## src/sv/mmtd_pkg.sv

```systemverilog
// mmtd_pkg: types, codes and constants shared by the mirror metadata deframer.
// It has no dependencies. The parser, the result queue and the top level import it.
package mmtd_pkg;

  // item type codes
  localparam logic [7:0] TYPE_HOST     = 8'd1;
  localparam logic [7:0] TYPE_FLAGS    = 8'd2;
  localparam logic [7:0] TYPE_SRC_NAME = 8'd3;
  localparam logic [7:0] TYPE_DST_NAME = 8'd4;
  localparam logic [7:0] TYPE_END      = 8'd255;

  // direction bit within the flags word
  localparam logic [31:0] INGRESS_BIT = 32'h4000_0000;

  // default depth of the result queue
  localparam int QUEUE_DEPTH = 4;

  typedef enum logic [1:0] {
    PH_TYPE,
    PH_LEN,
    PH_VALUE,
    PH_PAYLOAD
  } phase_t;

  typedef enum logic [2:0] {
    K_HOST  = 3'd0,
    K_SRC   = 3'd1,
    K_DST   = 3'd2,
    K_HDR   = 3'd3,
    K_PAY   = 3'd4,
    K_TRUNC = 3'd5
  } kind_t;

  typedef enum logic [1:0] {
    IP_NONE = 2'd0,
    IP_V4   = 2'd1,
    IP_V6   = 2'd2
  } ipk_t;

  // one result beat
  typedef struct packed {
    kind_t       kind;
    logic [7:0]  data;
    logic [7:0]  idx;
    logic [1:0]  ipk;
    logic        ing;
    logic [31:0] act;
    logic        last;
  } res_t;

  // up to two results produced by one input beat, first in d0
  typedef struct packed {
    logic [1:0] n;
    res_t       d0;
    res_t       d1;
  } push_t;

endpackage

```

## src/sv/mmtd_parser.sv

```systemverilog
// mmtd_parser: TLV header state and result formation for one input beat.
// Depends on mmtd_pkg; feeds mmtd_outq through a push_t bundle.
module mmtd_parser
  import mmtd_pkg::*;
(
  input  logic       clk,
  input  logic       rst_n,
  input  logic       fire,
  input  logic [7:0] pkt_byte,
  input  logic       pkt_end,
  output push_t      push
);

  phase_t      phase_r, phase_nxt;
  logic [7:0]  tkind_r, tkind_nxt;
  logic [7:0]  left_r, left_nxt;
  logic [7:0]  pos_r, pos_nxt;
  logic [1:0]  host_r, host_nxt;
  logic        ing_r, ing_nxt;
  logic [31:0] flag_r, flag_nxt;

  logic        val_last;
  logic        done;
  logic [7:0]  pos_v;
  logic [31:0] flag_acc;
  logic [1:0]  host_fin;
  logic        byte_vld;
  logic        tail_vld;
  res_t        res_a;
  res_t        res_b;

  // shared decode: item completion, flags accumulation, host kind
  always_comb begin
    val_last = ((phase_r == PH_LEN) && (pkt_byte == 8'd0)) ||
               ((phase_r == PH_VALUE) && (left_r == 8'd1));
    done     = val_last && (tkind_r == TYPE_END);
    pos_v    = (phase_r == PH_VALUE) ? pos_r + 8'd1 : 8'd0;
    flag_acc = flag_r;
    if (tkind_r == TYPE_FLAGS) begin
      if (phase_r == PH_LEN) begin
        flag_acc = '0;
      end else if ((phase_r == PH_VALUE) && (pos_r[7:2] == 6'd0)) begin
        case (pos_r[1:0])
          2'd0:    flag_acc = flag_r | {pkt_byte, 24'd0};
          2'd1:    flag_acc = flag_r | {8'd0, pkt_byte, 16'd0};
          2'd2:    flag_acc = flag_r | {16'd0, pkt_byte, 8'd0};
          default: flag_acc = flag_r | {24'd0, pkt_byte};
        endcase
      end
    end
    host_fin = host_r;
    if (pos_v == 8'd4) begin
      host_fin = IP_V4;
    end else if (pos_v == 8'd16) begin
      host_fin = IP_V6;
    end
  end

  // next state
  always_comb begin
    phase_nxt = phase_r;
    tkind_nxt = tkind_r;
    left_nxt  = left_r;
    pos_nxt   = pos_r;
    host_nxt  = host_r;
    ing_nxt   = ing_r;
    flag_nxt  = flag_r;
    if (fire) begin
      case (phase_r)
        PH_TYPE: begin
          tkind_nxt = pkt_byte;
          phase_nxt = PH_LEN;
        end
        PH_LEN: begin
          left_nxt  = pkt_byte;
          pos_nxt   = 8'd0;
          flag_nxt  = flag_acc;
          phase_nxt = PH_VALUE;
        end
        PH_VALUE: begin
          left_nxt = left_r - 8'd1;
          pos_nxt  = pos_v;
          flag_nxt = flag_acc;
        end
        default: ;
      endcase
      // item complete
      if (val_last) begin
        if (done) begin
          phase_nxt = PH_PAYLOAD;
        end else begin
          phase_nxt = PH_TYPE;
          if (tkind_r == TYPE_HOST) begin
            host_nxt = host_fin;
          end else if (tkind_r == TYPE_FLAGS) begin
            ing_nxt  = flag_acc[30];
            flag_nxt = flag_acc & ~INGRESS_BIT;
          end
        end
      end
      // any packet end returns to a clean state
      if (pkt_end) begin
        phase_nxt = PH_TYPE;
        tkind_nxt = '0;
        left_nxt  = '0;
        pos_nxt   = '0;
        host_nxt  = '0;
        ing_nxt   = 1'b0;
        flag_nxt  = '0;
      end
    end
  end

  // result formation: byte result first, then header or truncation
  always_comb begin
    res_a    = '0;
    res_b    = '0;
    byte_vld = 1'b0;
    tail_vld = 1'b0;
    if (phase_r == PH_PAYLOAD) begin
      byte_vld   = 1'b1;
      res_a.kind = K_PAY;
      res_a.data = pkt_byte;
      res_a.last = pkt_end;
    end else if (phase_r == PH_VALUE) begin
      res_a.data = pkt_byte;
      res_a.idx  = pos_r;
      if (tkind_r == TYPE_HOST) begin
        byte_vld   = 1'b1;
        res_a.kind = K_HOST;
      end else if (tkind_r == TYPE_SRC_NAME) begin
        byte_vld   = 1'b1;
        res_a.kind = K_SRC;
      end else if (tkind_r == TYPE_DST_NAME) begin
        byte_vld   = 1'b1;
        res_a.kind = K_DST;
      end
    end
    if (done) begin
      tail_vld   = 1'b1;
      res_b.kind = K_HDR;
      res_b.ipk  = host_r;
      res_b.ing  = ing_r;
      res_b.act  = flag_r;
      res_b.last = pkt_end;
    end else if (pkt_end && (phase_r != PH_PAYLOAD)) begin
      tail_vld   = 1'b1;
      res_b.kind = K_TRUNC;
      res_b.last = 1'b1;
    end
    push.d0 = byte_vld ? res_a : res_b;
    push.d1 = res_b;
    if (!fire) begin
      push.n = 2'd0;
    end else begin
      push.n = {1'b0, byte_vld} + {1'b0, tail_vld};
    end
  end

  // state registers
  always_ff @(posedge clk) begin
    if (!rst_n) begin
      phase_r <= PH_TYPE;
      tkind_r <= '0;
      left_r  <= '0;
      pos_r   <= '0;
      host_r  <= '0;
      ing_r   <= 1'b0;
      flag_r  <= '0;
    end else begin
      phase_r <= phase_nxt;
      tkind_r <= tkind_nxt;
      left_r  <= left_nxt;
      pos_r   <= pos_nxt;
      host_r  <= host_nxt;
      ing_r   <= ing_nxt;
      flag_r  <= flag_nxt;
    end
  end

`ifndef NO_ASSERTIONS
  // a packet end always leaves the parser waiting for a type byte
  a_end_clears: assert property (@(posedge clk) disable iff (!rst_n)
    fire && pkt_end |=> (phase_r == PH_TYPE) && (flag_r == '0))
    else $error("parser state not cleared after packet end");

  // the stored flags word never keeps the direction bit once an item is done
  a_flag_clean: assert property (@(posedge clk) disable iff (!rst_n)
    (phase_r == PH_TYPE || phase_r == PH_PAYLOAD) |-> !flag_r[30])
    else $error("direction bit left in flags word");

  // a second result is only ever a header or truncation
  a_two_tail: assert property (@(posedge clk) disable iff (!rst_n)
    push.n == 2'd2 |-> (push.d1.kind == K_HDR || push.d1.kind == K_TRUNC))
    else $error("bad second result");
`endif

endmodule

```

## src/sv/mmtd_outq.sv

```systemverilog
// mmtd_outq: shifting result queue, takes up to two results a cycle, gives one.
// Depends on mmtd_pkg; head entry drives the result channel.
module mmtd_outq
  import mmtd_pkg::*;
#(
  parameter int DEPTH = QUEUE_DEPTH
) (
  input  logic  clk,
  input  logic  rst_n,
  input  push_t push,
  output logic  ready,
  output logic  out_valid,
  input  logic  out_ready,
  output res_t  head
);

  localparam int CW = $clog2(DEPTH + 1);

  res_t          ent_r [DEPTH];
  res_t          ent_nxt [DEPTH];
  logic [CW-1:0] cnt_r, cnt_nxt;
  logic [CW-1:0] base;
  logic          pop;

  assign out_valid = (cnt_r != '0);
  assign pop       = out_valid && out_ready;
  assign base      = cnt_r - CW'(pop);
  assign ready     = (cnt_r <= CW'(DEPTH - 2));
  assign head      = ent_r[0];
  assign cnt_nxt   = cnt_r - CW'(pop) + CW'(push.n);

  // shift on pop, then place new results behind the survivors
  always_comb begin
    for (int i = 0; i < DEPTH - 1; i++) begin
      ent_nxt[i] = pop ? ent_r[i+1] : ent_r[i];
    end
    ent_nxt[DEPTH-1] = ent_r[DEPTH-1];
    for (int i = 0; i < DEPTH; i++) begin
      if ((push.n != 2'd0) && (base == CW'(i))) begin
        ent_nxt[i] = push.d0;
      end
      if ((push.n == 2'd2) && ((base + CW'(1)) == CW'(i))) begin
        ent_nxt[i] = push.d1;
      end
    end
  end

  always_ff @(posedge clk) begin
    for (int i = 0; i < DEPTH; i++) begin
      ent_r[i] <= ent_nxt[i];
    end
  end

  always_ff @(posedge clk) begin
    if (!rst_n) begin
      cnt_r <= '0;
    end else begin
      cnt_r <= cnt_nxt;
    end
  end

`ifndef NO_ASSERTIONS
  a_no_overflow: assert property (@(posedge clk) disable iff (!rst_n)
    cnt_r <= CW'(DEPTH))
    else $error("result queue overflow");

  a_room: assert property (@(posedge clk) disable iff (!rst_n)
    push.n != 2'd0 |-> cnt_r <= CW'(DEPTH - 2))
    else $error("push without room for two results");

  a_pop_only: assert property (@(posedge clk) disable iff (!rst_n)
    pop && (push.n == 2'd0) |=> cnt_r == $past(cnt_r) - CW'(1))
    else $error("queue count wrong after pop");
`endif

endmodule

```

## src/sv/mirror_metadata_tlv_deframer_unit.sv

```systemverilog
// Mirror metadata TLV deframer: one packet byte a beat in, tagged results out.
// Results are registered in the result queue before they are offered.
// Throughput: one byte per cycle; a byte yields at most two results, both held in a
//   queue of Q_DEPTH entries (4 by default), and input stalls only while it holds Q_DEPTH-1 or more.
// Reset: synchronous active-low rst_n clears parser state and empties the queue.
// Depends on mmtd_pkg, mmtd_parser and mmtd_outq.
module mirror_metadata_tlv_deframer_unit
  import mmtd_pkg::*;
#(
  parameter int Q_DEPTH = QUEUE_DEPTH
) (
  input  logic        clk,
  input  logic        rst_n,
  input  logic        in_valid,
  output logic        in_ready,
  input  logic [7:0]  in_pkt_byte,
  input  logic        in_pkt_end,
  output logic        out_valid,
  input  logic        out_ready,
  output logic [2:0]  out_kind,
  output logic [7:0]  out_byte,
  output logic [7:0]  out_value_index,
  output logic [1:0]  out_ip_kind,
  output logic        out_ingress,
  output logic [31:0] out_action_bits,
  output logic        out_last
);

  push_t push;
  res_t  head;
  logic  fire;

  assign fire = in_valid && in_ready;

  mmtd_parser u_parser (
    .clk      (clk),
    .rst_n    (rst_n),
    .fire     (fire),
    .pkt_byte (in_pkt_byte),
    .pkt_end  (in_pkt_end),
    .push     (push)
  );

  mmtd_outq #(
    .DEPTH (Q_DEPTH)
  ) u_outq (
    .clk       (clk),
    .rst_n     (rst_n),
    .push      (push),
    .ready     (in_ready),
    .out_valid (out_valid),
    .out_ready (out_ready),
    .head      (head)
  );

  assign out_kind        = head.kind;
  assign out_byte        = head.data;
  assign out_value_index = head.idx;
  assign out_ip_kind     = head.ipk;
  assign out_ingress     = head.ing;
  assign out_action_bits = head.act;
  assign out_last        = head.last;

endmodule
```

## config.mk

```make
export PLATFORM = sky130hd
export DESIGN_NAME = mirror_metadata_tlv_deframer_unit
export DESIGN_NICKNAME = d
export VERILOG_FILES = /design/src/sv/mmtd_pkg.sv /design/src/sv/mmtd_parser.sv /design/src/sv/mmtd_outq.sv /design/src/sv/mirror_metadata_tlv_deframer_unit.sv
export SDC_FILE = /design/constraint.sdc
export NUM_CORES = 1
export LEC_CHECK = 0
export ABC_AREA = 1
export ABC_CLOCK_PERIOD_IN_PS = 5300
export BUFFER_PORTS_ARGS = -buffer_cell sky130_fd_sc_hd__buf_2
export CAP_MARGIN = 5
export CORE_MARGIN = 2
export CORE_UTILIZATION = 33
export DETAILED_ROUTE_END_ITERATION = 10
export MAX_ROUTING_LAYER = met4
export PLACE_DENSITY_LB_ADDON = 0.1
export REMOVE_ABC_BUFFERS = 1
export SYNTH_ARGS = -nofsm -noshare
export SYNTH_HDL_FRONTEND = slang
export SYNTH_SLANG_ARGS = --single-unit
```

## constraint.sdc

```tcl
create_clock -name clk -period 5.3 [get_ports clk]
set_clock_uncertainty 0.05 [all_clocks]
set_input_delay 1.06 -clock clk [delete_from_list [all_inputs] [get_ports clk]]
set_output_delay 1.06 -clock clk [all_outputs]
set_load 0.005 [all_outputs]
```

==> run metrics <==
Slew Viols, Final 0; number of gates resized after cts 0; fmax 254.7 MHz; cts hold-fix bufs 0; top cell type's share of synthesized area 31.74%; largest net degree at the start of global routing 73; EDFF count, synth 156; TritonCTS Sinks 284; Hold Path Origin u_outq.ent_r[0][51]; Worst VDD drop 0.0002703 V; Crit Path Max Fanout 40; core area 0.04422 sq mm; Overflow after GRT 0; Starting Density 33.37%; worst path arrival time 4.15 ns; RSZ-0062 raised after global routing false; status finished, final reports clean; chip height 215.5 um; Yosys warning count 0; cell repeated most along the worst path nand2_1; placed cell count 2,324; Power per Cell Area 526.7 mW/mm^2; H-tree lvl count 2; global-route wire length before repair 73,580 um; P&R area growth vs syn 12.46%; share of flip-flops with an asynchronous set or reset 0%; CTS tree built; Main synth FF type edfxtp_1; CP endpoint kind flip-flop; Clock Path Buffers 3; clk_lat worst skew 0.56 ns; row cnt 77; Max Cap Viol 0; Routed Antenna Nets 0; r2r startpoint u_parser.phase_r[1]; setup tns final 0 ns; initial antenna violation count 0; Placer Congestion 0.8352; reg2reg setup slack 1.37 ns; final number of setup-violating endpoints 0; Layout Nets 1,801; initial DRC count 1,089; hold crit path type reg2reg; average size of a mapped cell 8.347 sq um; Final Power 8742 uW; Synth Instances 1,768; die footprint 0.04643 sq mm; startpoint types flip-flop; Post-Route WL 47,710 um; Worst-path clk slew 0.06 ns; clock root buffer clkbuf_16; Reg2Reg Depth 17; critical path class reg2reg; # IOs 70; worst slew pin tran 1.089 ns; count leader, synth nand2_1; slowest CP cell ha_1; cell taking the most area after synthesis edfxtp_1; hold path endpoint u_outq.ent_r[0][51]; P_leak 0.006164 uW; antenna cells 0; post-synth cell types 42; fin crit period 3.926 ns; final cell count without fillers 2,390; Total GRT Usage 21.10%; Die Wd 215.5 um; period utilisation layout 74.08%; Crit path largest cell delay 0.49 ns; layout cells sized above 1 11.62%; post-CTS setup buffer count 0; drt drc 0; worst relative slew slack 27.16%; port bufs 69; worst-path cell chain ha_1 -> nand2_1 -> nor2_1 -> nand2_1 -> o21ai_4 -> nand2_4 -> nand2_1 -> ha_1 -> inv_1 -> a21oi_2 -> nand2_4 -> nor2_8 -> inv_4 -> nand2_1 -> nor2_2 -> inv_2 -> buf_12; vias in the first global route 11,830; Hold Path Cell Cnt 2; HPWL after DPL 29,410 um; Critical Path RT 5.52 ns; #FFs+latches synth 284; vias per cell 5.338; DR WL/cell 19.96 um; Mapped Area 0.01476 sq mm; iteration count of the initial detailed-routing pass 5; Inserted Clock Buffers 36; number of hold violations in the final report 0; Area contributors post-synth edfxtp_1 (32%), dfxtp_1 (17%), nand2_1 (9.2%); Layout fillers 4,526; Seq/Total Area, Yosys 49.11%; total number of vias 12,760; worst r2r dst u_outq.ent_r[1][3]; Synth top cells by count nand2_1 (362), a21oi_1 (172), o21ai_0 (165), edfxtp_1 (156), dfxtp_1 (128)
==> critical path, delay by kind of cell (launching register included) <==
family | cells | cell delay [ns]
fa+ha+maj | 2 | 0.73
compound gates | 2 | 0.24
buf+inv | 4 | 1.02
flops | 1 | 0.41
simple gates | 9 | 1.17
==> worst max-delay path by stage <==
stage | start | endpoint | slack [ns]
floorplan | in_pkt_byte[6] | u_outq.ent_r[2][0] | 0.29
global placement | out_ready | u_outq.ent_r[0][28] | 0.86
detailed placement | in_pkt_byte[5] | u_outq.ent_r[1][2] | 0.83
CTS | u_parser.phase_r[0] | u_outq.ent_r[1][3] | 1.30
global route | u_parser.phase_r[0] | u_outq.ent_r[1][27] | 1.08
finish | u_parser.phase_r[1] | u_outq.ent_r[1][3] | 1.37
==> cell usage in the layout, fill, tap and decap left out, types with 2 or more instances in the layout <==
| master | count |
|---|---|
| nand2_1 | 361 |
| a21oi_1 | 172 |
| o21ai_0 | 165 |
| edfxtp_1 | 156 |
| dfxtp_1 | 128 |
| inv_1 | 121 |
| nor2_1 | 117 |
| nand3_1 | 101 |
| o22ai_1 | 85 |
| buf_2 | 69 |
| o211ai_1 | 59 |
| clkbuf_16 | 36 |
| nand4_1 | 28 |
| a22oi_1 | 23 |
| buf_4 | 22 |
| inv_2 | 17 |
| ha_1 | 17 |
| o21ai_1 | 16 |
| nor2_4 | 10 |
| clkbuf_1 | 10 |
| clkbuf_8 | 9 |
| nand2_2 | 8 |
| clkinv_1 | 7 |
| nor3_1 | 7 |
| nor2_2 | 5 |
| nor2_8 | 4 |
| a31oi_1 | 4 |
| buf_12 | 4 |
| nand3_2 | 3 |
| nand2_4 | 3 |
| nand3_4 | 3 |
| o21bai_1 | 3 |
| a21o_1 | 3 |
| o221ai_1 | 3 |
| bufinv_16 | 3 |
| o21ai_4 | 2 |
| a21oi_4 | 2 |
| inv_6 | 2 |
==> flip-flops by register name, indices dropped and copies added, names as in the netlist <==
| signal | cells |
|---|---|
| u_outq.cnt_r | 3 |
| u_outq.ent_r | 220 |
| u_parser.flag_r | 32 |
| u_parser.host_r | 2 |
| u_parser.ing_r | 1 |
| u_parser.left_r | 8 |
| u_parser.phase_r | 2 |
| u_parser.pos_r | 8 |
| u_parser.tkind_r | 8 |
==> layout make-up <==
type,instances,area (sq um),share of cell area [%]
flip-flops and latches,284,7247,43.66
multi-input cells,1210,6255,37.69
clock buffers,56,1070,6.446
well taps,592,740.7,4.463
repair buffers,95,590.6,3.558
inverters,143,539.3,3.249
clock inverters,10,155.1,0.9348
==> per-stage QoR <==
step | area [sq um] | hold WS, ns | util, % | setup slack [ns]
2_1_floorplan | 14040 | 0.3731 | - | 0.2926
3_3_place_gp | 15370 | 0.3829 | 34.76 | 0.8624
3_5_place_dp | 15370 | 0.3892 | 34.76 | 0.8332
4_1_cts | 16600 | 0.4022 | 37.53 | 1.300
5_1_grt | 16600 | 0.4201 | 37.53 | 1.077
6_report | 16600 | 0.3980 | 37.53 | 1.374
==> where the power goes <==
part           total (uW)  leakage [uW]  switching, uW  internal, uW
combinational        2740       0.00303           1890           851
clock                2540      0.000598            998          1550
sequential           3460       0.00254            238          3220
total                8740       0.00616           3130          5620
==> metal layers <==
layer  track usage (%)  part of all wire (%)
met1             28.85                    47
met2             32.82                    46
met3             3.157                   5.8
met4             5.310                   1.8
met5                 -                     0
==> kinds of logic (layout without fill, tap and decap cells) <==
family                   after synthesis  in the layout  synth area share (%)
adder cells (fa/ha/maj)               18             18                 1.577
buffers and inverters                274            304                 8.529
flip-flops                           284            284                 49.11
XOR/XNOR                               1              1               0.05936
AND/OR/NAND/NOR                      653            653                 19.83
AO/OA/AOI/OAI                        538            538                 20.90
(Power assumes the default switching activity.)
